File: src/glu_pkg.sv
`timescale 1ns / 1ps
`default_nettype none
// ----------------------------------------------------------------------------
// GCD/LCM package
// Shared constants and the queue control type for the GCD and LCM unit.
// ----------------------------------------------------------------------------
package glu_pkg;

  localparam int unsigned OperandBitsDef = 31;
  localparam int unsigned QueueDepthDef  = 2;

  typedef struct packed {
    logic push;
    logic full;
  } glu_qctl_t;

endpackage
`default_nettype wire

File: src/glu_queue.sv
`timescale 1ns / 1ps
`default_nettype none
// ----------------------------------------------------------------------------
// GCD/LCM item queue
// Two-entry queue that decouples the front from the arithmetic back end.
// ----------------------------------------------------------------------------
module glu_queue #(
  parameter int unsigned Width = 63
) (
  input  wire              clk_i,
  input  wire              rst_ni,
  input  glu_pkg::glu_qctl_t ctl_i,
  input  wire  [Width-1:0] wdata_i,
  output logic             full_o,
  output logic             valid_o,
  input  wire              pop_i,
  output logic [Width-1:0] rdata_o
);
  import glu_pkg::*;

  logic [Width-1:0] mem_q [2];
  logic             wptr_q, wptr_d, rptr_q, rptr_d;
  logic [1:0]       cnt_q, cnt_d;
  logic             do_push, do_pop;

  assign do_push = ctl_i.push && (cnt_q != 2'd2);
  assign do_pop  = pop_i && (cnt_q != 2'd0);
  assign full_o  = (cnt_q == 2'd2);
  assign valid_o = (cnt_q != 2'd0);
  assign rdata_o = mem_q[rptr_q];

  always_comb begin
    wptr_d = wptr_q ^ do_push;
    rptr_d = rptr_q ^ do_pop;
    cnt_d  = cnt_q + {1'b0, do_push} - {1'b0, do_pop};
  end

  always_ff @(posedge clk_i or negedge rst_ni) begin
    if (!rst_ni) begin
      wptr_q <= 1'b0;
      rptr_q <= 1'b0;
      cnt_q  <= 2'd0;
    end else begin
      wptr_q <= wptr_d;
      rptr_q <= rptr_d;
      cnt_q  <= cnt_d;
    end
  end

  always_ff @(posedge clk_i) begin
    if (do_push) begin
      mem_q[wptr_q] <= wdata_i;
    end
  end

endmodule
`default_nettype wire

File: src/glu_front.sv
`timescale 1ns / 1ps
`default_nettype none
// ----------------------------------------------------------------------------
// GCD/LCM front end
// Accepts operand items, flags zero operands and pushes them into the queue.
// ----------------------------------------------------------------------------
module glu_front #(
  parameter int unsigned OperandBits = 31
) (
  input  wire                     in_valid_i,
  output logic                    in_ready_o,
  input  wire  [OperandBits-1:0]  first_value_i,
  input  wire  [OperandBits-1:0]  second_value_i,
  input  wire                     full_i,
  output glu_pkg::glu_qctl_t      ctl_o,
  output logic [2*OperandBits:0]  entry_o
);
  import glu_pkg::*;

  logic zero_op;

  assign zero_op    = (first_value_i == '0) || (second_value_i == '0);
  assign in_ready_o = !full_i;
  assign ctl_o.push = in_valid_i && !full_i;
  assign ctl_o.full = full_i;
  assign entry_o    = {zero_op, first_value_i, second_value_i};

endmodule
`default_nettype wire

File: src/glu_core.sv
`timescale 1ns / 1ps
`default_nettype none
// ----------------------------------------------------------------------------
// GCD/LCM back end
// Binary GCD, restoring division of the first operand by the GCD and one
// multiply by the second operand, with a registered result.
// ----------------------------------------------------------------------------
module glu_core #(
  parameter int unsigned OperandBits = 31
) (
  input  wire                       clk_i,
  input  wire                       rst_ni,
  input  wire                       q_valid_i,
  input  wire  [2*OperandBits:0]    q_data_i,
  output logic                      q_pop_o,
  output logic                      out_valid_o,
  input  wire                       out_ready_i,
  output logic [OperandBits-1:0]    common_divisor_o,
  output logic [2*OperandBits-1:0]  common_multiple_o
);
  import glu_pkg::*;

  localparam int unsigned N  = OperandBits;
  localparam int unsigned KW = $clog2(N + 1);
  localparam int unsigned CW = $clog2(N);

  localparam logic [2:0] StIdle  = 3'd0;
  localparam logic [2:0] StStrip = 3'd1;
  localparam logic [2:0] StRun   = 3'd2;
  localparam logic [2:0] StDiv   = 3'd3;
  localparam logic [2:0] StMul   = 3'd4;

  logic [2:0]     state_q, state_d;
  logic [N-1:0]   a_q, a_d, b_q, b_d, x_q, x_d, y_q, y_d, g_q, g_d, qt_q, qt_d;
  logic [N:0]     rem_q, rem_d, rem_sh;
  logic [KW-1:0]  k_q, k_d;
  logic [CW-1:0]  cnt_q, cnt_d;
  logic           out_valid_q, out_valid_d;
  logic [N-1:0]   div_q, div_d;
  logic [2*N-1:0] mul_q, mul_d;
  logic           zero_op;
  logic [N-1:0]   op_a, op_b;
  logic           rem_ge;

  assign {zero_op, op_a, op_b} = q_data_i;
  assign rem_sh = {rem_q[N-1:0], a_q[N-1]};
  assign rem_ge = (rem_sh >= {1'b0, g_q});
  assign q_pop_o = (state_q == StIdle) && q_valid_i;

  always_comb begin
    state_d     = state_q;
    a_d = a_q; b_d = b_q; x_d = x_q; y_d = y_q; g_d = g_q; qt_d = qt_q;
    rem_d = rem_q; k_d = k_q; cnt_d = cnt_q;
    out_valid_d = out_valid_q && !out_ready_i;
    div_d = div_q; mul_d = mul_q;
    unique case (state_q)
      StIdle: begin
        if (q_valid_i) begin
          a_d = op_a; b_d = op_b; x_d = op_a; y_d = op_b; k_d = '0;
          if (zero_op) begin
            g_d = op_a | op_b; qt_d = '0; state_d = StMul;
          end else begin
            state_d = StStrip;
          end
        end
      end
      StStrip: begin
        if (!x_q[0] && !y_q[0]) begin
          x_d = x_q >> 1; y_d = y_q >> 1; k_d = k_q + 1'b1;
        end else begin
          state_d = StRun;
        end
      end
      StRun: begin
        priority if (!x_q[0]) begin
          x_d = x_q >> 1;
        end else if (y_q == '0) begin
          g_d = x_q << k_q; rem_d = '0; qt_d = '0;
          cnt_d = CW'(N - 1); state_d = StDiv;
        end else if (!y_q[0]) begin
          y_d = y_q >> 1;
        end else if (x_q > y_q) begin
          x_d = y_q; y_d = x_q - y_q;
        end else begin
          y_d = y_q - x_q;
        end
      end
      StDiv: begin
        rem_d = rem_ge ? (rem_sh - {1'b0, g_q}) : rem_sh;
        qt_d  = {qt_q[N-2:0], rem_ge};
        a_d   = a_q << 1;
        cnt_d = cnt_q - 1'b1;
        if (cnt_q == '0) begin
          state_d = StMul;
        end
      end
      StMul: begin
        if (!out_valid_q || out_ready_i) begin
          div_d = g_q;
          mul_d = (2*N)'(qt_q) * (2*N)'(b_q);
          out_valid_d = 1'b1;
          state_d = StIdle;
        end
      end
      default: state_d = StIdle;
    endcase
  end

  always_ff @(posedge clk_i or negedge rst_ni) begin
    if (!rst_ni) begin
      state_q     <= StIdle;
      out_valid_q <= 1'b0;
    end else begin
      state_q     <= state_d;
      out_valid_q <= out_valid_d;
    end
  end

  always_ff @(posedge clk_i) begin
    a_q <= a_d; b_q <= b_d; x_q <= x_d; y_q <= y_d; g_q <= g_d; qt_q <= qt_d;
    rem_q <= rem_d; k_q <= k_d; cnt_q <= cnt_d; div_q <= div_d; mul_q <= mul_d;
  end

  assign out_valid_o       = out_valid_q;
  assign common_divisor_o  = div_q;
  assign common_multiple_o = mul_q;

endmodule
`default_nettype wire

File: src/gcd_lcm_unit.sv
`timescale 1ns / 1ps
`default_nettype none
// The binary GCD loop takes one shift or subtract per cycle, and the restoring divider
// follows it. The back end takes no new item until it has registered its result; a
// two-entry queue takes new items meanwhile.
// Zero operands skip the GCD loop and the divider.
// Reset is asynchronous and active low; it empties the queue and the result.
// ----------------------------------------------------------------------------
// GCD/LCM unit top level
// Front end, item queue and arithmetic back end.
// ----------------------------------------------------------------------------
module gcd_lcm_unit #(
  parameter int unsigned OperandBits = glu_pkg::OperandBitsDef
) (
  input  wire                       clk_i,
  input  wire                       rst_ni,
  input  wire                       in_valid_i,
  output logic                      in_ready_o,
  input  wire  [OperandBits-1:0]    first_value_i,
  input  wire  [OperandBits-1:0]    second_value_i,
  output logic                      out_valid_o,
  input  wire                       out_ready_i,
  output logic [OperandBits-1:0]    common_divisor_o,
  output logic [2*OperandBits-1:0]  common_multiple_o
);
  import glu_pkg::*;

  glu_qctl_t               qctl;
  logic                    q_full, q_valid, q_pop;
  logic [2*OperandBits:0]  q_wdata, q_rdata;

  glu_front #(.OperandBits(OperandBits)) u_front (
    .in_valid_i, .in_ready_o, .first_value_i, .second_value_i,
    .full_i(q_full), .ctl_o(qctl), .entry_o(q_wdata)
  );

  glu_queue #(.Width(2*OperandBits+1)) u_queue (
    .clk_i, .rst_ni, .ctl_i(qctl), .wdata_i(q_wdata), .full_o(q_full),
    .valid_o(q_valid), .pop_i(q_pop), .rdata_o(q_rdata)
  );

  glu_core #(.OperandBits(OperandBits)) u_core (
    .clk_i, .rst_ni, .q_valid_i(q_valid), .q_data_i(q_rdata), .q_pop_o(q_pop),
    .out_valid_o, .out_ready_i, .common_divisor_o, .common_multiple_o
  );

endmodule
`default_nettype wire

File: config.mk
export PLATFORM = sky130hd
export DESIGN_NAME = gcd_lcm_unit
export DESIGN_NICKNAME = d
export VERILOG_FILES = /design/src/glu_pkg.sv /design/src/glu_queue.sv /design/src/glu_front.sv /design/src/glu_core.sv /design/src/gcd_lcm_unit.sv
export SDC_FILE = /design/constraint.sdc
export NUM_CORES = 2
export LEC_CHECK = 0
export BUFFER_PORTS_ARGS = -buffer_cell sky130_fd_sc_hd__buf_2
export CAP_MARGIN = 20
export CORE_MARGIN = 2
export CORE_UTILIZATION = 67
export DETAILED_ROUTE_END_ITERATION = 6
export PLACE_DENSITY_LB_ADDON = 0.08
export SLEW_MARGIN = 5
export SYNTH_ARGS = -nofsm -noshare
export SYNTH_HDL_FRONTEND = slang
export SYNTH_SLANG_ARGS = --single-unit
File: constraint.sdc
create_clock -name clk_i -period 13.6 [get_ports clk_i]
set_input_delay 2.04 -clock clk_i [delete_from_list [all_inputs] [get_ports clk_i]]
set_output_delay 2.04 -clock clk_i [all_outputs]
set_load 0.02 [all_outputs]
# Word-level counts from Yosys, hierarchy flattened
# Memories as Yosys holds them, arrays and structs flattened.
# Cells that the tools add are included.
# totals
reg_bits	328
ram_bits	126
mem_count	1
# memory_table
memory	depth	width	rd	rd_ports_with_merged_regs	write_ports	line	text
u_queue.mem_q	2	63	1	0	1	glu_queue.sv:21	logic [Width-1:0] mem_q [2];
# classes
n_addsub	7
mul	1
n_lt_le_gt_ge	2
eq_ne	18
shifts	1
mux	47
bitwise	3
n_reduce_logical	36
# ops
op	n
2-to-1 mux 31 bit	23
one-hot mux 31 bit (3 select lines)	3
one-hot mux 31 bit (2 select lines)	3
logical NOT 31 bit	3
subtractor 31 bit	3
multiplier 31 x 31 -> 62 bit	1
greater-or-equal comparator 32 x 31 -> 1 bit	1
greater-than comparator 31 bit	1
OR 31 bit	1
left shift 31 x 5 -> 31 bit	1
2-to-1 mux 3 bit	7
2-to-1 mux 5 bit	4
one-hot mux 5 bit (2 select lines)	2
one-hot mux 3 bit (5 select lines)	1
AND reduction 5 bit	3
!= test 2 x 1 -> 1 bit, second input constant	6
AND reduction 6 bit	2
nonzero test 2 bit	5
!= test 3 bit, second input constant	3
AND reduction 3 bit	3
!= test 2 bit, second input constant	4
== test 3 x 2 -> 1 bit, second input constant	2
logical AND 1 bit	6
AND reduction 2 bit	3
other kinds (14)	24

# Depth between registers and ports, before layout
# logic_depth
depth_word	6
ltp_mapped	30

# Modules after synthesis
# A second synthesis with hierarchy kept.
# hier_totals
cells_unflattened	5528
area_unflattened_um2	55893.6
# by_module_without_submodules
mod	n_inst	cells_each	area_each_um2
glu_core	1	5225	50200.6
glu_queue	1	216	5067.4
glu_front	1	87	625.6

# Worst setup path before layout
# No wires, ideal clock.
# synth_path
kind	register -> register
startpoint	register u_core.qt_q[14]
endpoint	register u_core.mul_q[61] (netlist: u_core.common_multiple_o[61]) (data pin)
setup_time_ps	260
arrival_time_ps	7059
required_time_ps	13340
slack_ps	6281
path_stages_with_launch	26
period_less_slack_ps	7319
cell_sequence	edfxtp_1 -> clkbuf_1 -> and2_1 -> fa_1 -> fa_1 -> fa_1 -> inv_1 -> fa_1 -> inv_1 -> fa_1 -> fa_1 -> fa_1 -> inv_1 -> fa_1 -> inv_1 -> ha_1 -> a21oi_1 -> o21ai_0 -> a31o_2 -> and3_1 -> or2_1 -> o211a_1 -> a41oi_1 -> o311ai_0 -> a21oi_1 -> xnor2_1
# synth_between
elab_chain_len	1
# synth_lines
element	line	text
start, declared	glu_core.sv:34	logic [N-1:0] a_q, a_d, b_q, b_d, x_q, x_d, y_q, y_d, g_q, g_d, qt_q, qt_d;
start signal, assigned	glu_core.sv:120	a_q <= a_d; b_q <= b_d; x_q <= x_d; y_q <= y_d; g_q <= g_d; qt_q <= qt_d;
multiplier 31 x 31 -> 62 bit	glu_core.sv:100	mul_d = (2*N)'(qt_q) * (2*N)'(b_q);
end signal, assigned	glu_core.sv:121	rem_q <= rem_d; k_q <= k_d; cnt_q <= cnt_d; div_q <= div_d; mul_q <= mul_d;
end, declared	glu_core.sv:40	logic [2*N-1:0] mul_q, mul_d;
# No other way between the ends.
# A chain may end at the register's enable or synchronous reset.

# Final worst setup path
# layout_path
startpoint	register u_core.qt_q[11]
endpoint	register u_core.mul_q[60] (netlist: u_core.common_multiple_o[60]) (data pin)
# The elaborated chain is that of the path after synthesis.

==> metrics.md <==
| Metric | Value |
|---|---|
| Status | completed |
| Core area | 80,500 µm² |
| Critical path's largest stage delay | 0.86 ns |
| WL met3 | 13,200 µm |
| Port Buf Inserts | 160 |
| Synth Register Bits | 454 |
| Area after DPL | 56,200 µm² |
| Crit path depth | 23 |
| Slew Viols, Final | 0 |
| Setup_tns | 0 ns |
| Worst Path Max Fanout | 18 |
| RSZ-0062 raised after global routing | false |
| Seq/Total Area, Yosys | 24.9% |
| CTS H-tree depth | 2 |
| CP most frequent cell | fa_1 |
| Routed vias/inst | 6.16 |
| Final Non-Filler Cells | 6,516 |
| Global-route usage over all layers | 37.1% |
| CTS hold repair buffers | 0 |
| Yosys top cell area share | 30.8% |
| Storage cell area | 13,600 µm² |
| # Max-Cap Violations | 0 |
| Rows | 104 |
| Fillers | 5,969 |
| Yosys warns | 0 |
| Vias in the first global route | 41,400 |
| Top Layer Used | met5 |
| Tmin final | 8.77 ns |
| Tcrit/Tclk final | 64.5% |
| Hold Violations, Final | 0 |
| Crit Reg-Reg Endpoint | u_core.common_multiple_o[60] |
| Synth area leader | fa_1 |
| Final core utilization | 72.0% |
| Syn_area_per_cell | 10.1 µm² |
| Largest cells by area after synthesis | fa_1 31%, edfxtp_1 25%, ha_1 8.1%, inv_1 6.2%, and2_1 6.0% |
| Normalized max-slew margin | 24.0% |
| Share of cells above drive strength 1 | 7.91% |
| Crit-path cells | buf_4 -> nand2_1 -> fa_1 -> inv_1 -> fa_1 -> fa_1 -> fa_1 -> fa_1 -> fa_1 -> fa_1 -> inv_1 -> fa_1 -> inv_1 -> ha_1 -> a21o_1 -> a21o_1 -> a221oi_1 -> o21ai_0 -> o21ai_0 -> nand3_1 -> a31o_2 -> mux2i_1 -> nor4b_1 |
| CTS resizes | 0 |
| Final setup skew | 0.0418 ns |
| Metal2 WL | 72,000 µm |
| Worst setup path end | u_core.common_multiple_o[60] |
| Clock Latency Late Sink | 0.66 ns |
| Clock sink count | 454 |
| DIE WIDTH | 289 µm |
| Initial Util | 67.8% |
| Final RePlAce weighted congestion | 0.970 |
| Met1 WL | 58,400 µm |
| Worst-path clk slew | 0.07 ns |
| Critical path startpoint category | flop |
| GRT overflow | 0 |
| Hold Path Class | flop to flop |
| Slowest CP cell | edfxtp_1 |
| Post-route cell area | 58,000 µm² |
| Worst r2r src | u_core.qt_q[11] |
| WS Path Type | flop to flop |
| Synthesized netlist cell count | 5,419 |
| Placed cell count | 6,413 |
| Routed Antenna Nets | 0 |
| Crit path max-delay family | adder cells |
| Final setup violation count | 0 |
| # DRC | 0 |
| DR vias | 40,100 |
| Synth Cell Area | 54,600 µm² |
| Area of the multi-input gates | 36,500 µm² |
| Area Growth Syn to Fin | 6.26% |
| Critical Path End Type | flop |
| Deepest clock path buffer count | 3 |
| Global-route wire length before repair | 235,000 µm |
| Fmax | 114 MHz |
| Drt total wl | 152,000 µm |
| Reg2Reg Setup Slack | 4.83 ns |
| DP HPWL | 115,000 µm |
| CTS Buf Count | 50 |
| Number of synthesized flops with an enable pin | 446 |
| Cell variety after synth | 77 |
| Die Y | 289 µm |
| CP bufs+invs | 4 |
| Post-Syn Nets | 6,679 |
| Total setup buffers inserted after CTS | 0 |
| Tightest Pin Transition | 1.13 ns |
| Worst R2R Path Depth | 23 |
| Post-synth ARST share | 1.76% |
| Initial antenna violation count | 7 |
| DR iter-0 viols | 3,533 |
| Full die area | 83,800 µm² |
| Nets | 6,667 |
| Root Buffer | clkbuf_16 |
| Required time of the worst setup path | 14.05 ns |
| Post-synth top flop | edfxtp_1 |
| Crit path launch | u_core.qt_q[11] |
| DR pass1 iterations | 5 |
| Largest net degree at the start of global routing | 60 |
| WP data arrival | 9.22 ns |
| CTS tree | built |
| WL/cell | 23.3 µm |
| # IOs | 161 |
==> metrics by stage <==
step / worst slack [ns] / hold WS (ns)
CTS: 4.61 / 0.450
global route: 4.54 / 0.451
detailed placement: 4.61 / 0.445
floorplan: 6.28 / 0.426
global placement: 4.71 / 0.436
finish: 4.83 / 0.460
==> placed cells by master (no fill, tap or decap), types with 34 or more instances in the layout <==
cell type and n:
mux2i_1 71, a211oi_1 41, and3_1 51, clkbuf_16 50, and2_1 523, ha_1 352, edfxtp_1 446, a21o_1 71
mux2_2 38, a21oi_1 208, xnor2_1 81, inv_1 896, xor2_1 38, nor2_1 175, o21ai_0 124, nand3_1 34
buf_2 160, fa_1 840, a22oi_1 34, nor2b_1 35, nand2_1 646, buf_4 88
==> cells by family after synthesis <==
group           synth area share, %
simple gates                   14.7
mux                            2.91
fa+ha+maj                      38.9
buf+inv                        8.39
compound gates                 8.28
xor+xnor                       1.91
flops                          24.9
==> worst min path at each step <==
stage	startpoint	endpoint	cells past startpoint
after global routing	u_core.g_q[30]	u_core.common_divisor_o[30]	0
after global placement	u_core.g_q[22]	u_core.common_divisor_o[22]	0
after floorplan	u_core.g_q[10]	u_core.common_divisor_o[10]	0
final	u_core.g_q[5]	u_core.common_divisor_o[5]	0
after detailed placement	u_core.g_q[29]	u_core.common_divisor_o[29]	0
after CTS	u_core.g_q[30]	u_core.common_divisor_o[30]	0
==> cell type report <==
cell class                      instances  share of cell area, %
Antenna cell                            7                 0.0302
Clock buffer                           61                   2.28
Clock inverter                         33                  0.634
Inverter                              899                   5.82
Multi-Input combinational cell       3752                   62.9
Sequential cell                       454                   23.4
Tap cell                             1060                   2.29
Timing Repair Buffer                  250                   2.61
==> state kept, by name, summed over array words and instances (netlist names) <==
signal                    count
u_core.x_q                   31
u_core.cnt_q                  5
u_core.b_q                   31
u_queue.rptr_q                1
u_core.y_q                   31
u_core.rem_q                 31
u_core.a_q                   31
u_core.state_q                3
u_core.qt_q                  31
u_queue.cnt_q                 2
u_core.out_valid_o            1
u_core.common_divisor_o      31
u_core.k_q                    5
u_queue.mem_q               126
u_core.g_q                   31
u_queue.wptr_q                1
u_core.common_multiple_o     62
==> Yosys cell counts, types with 34 or more instances <==
library cell    n
nor2b_1        38
mux2i_1        71
a211oi_1       41
mux2_2         38
nand2_1       647
fa_1          840
edfxtp_1      446
xor2_1         38
xnor2_1        81
ha_1          354
a21o_1         71
nor2_1        177
clkbuf_1      291
a22oi_1        34
inv_1         896
nand3_1        34
and2_1        523
o21ai_0       125
and3_1         52
a21oi_1       210
==> routing by layer <==
metal / vias up / track usage (%)
met5: - / 0
met4: 2 / 18.2
met3: 433 / 6.55
met2: 1997 / 59.9
met1: 20300 / 48.8
li1: 17400 / -
Power is not shown: default switching activity piles up to over one toggle a cycle in this logic, so the estimate is an artifact.
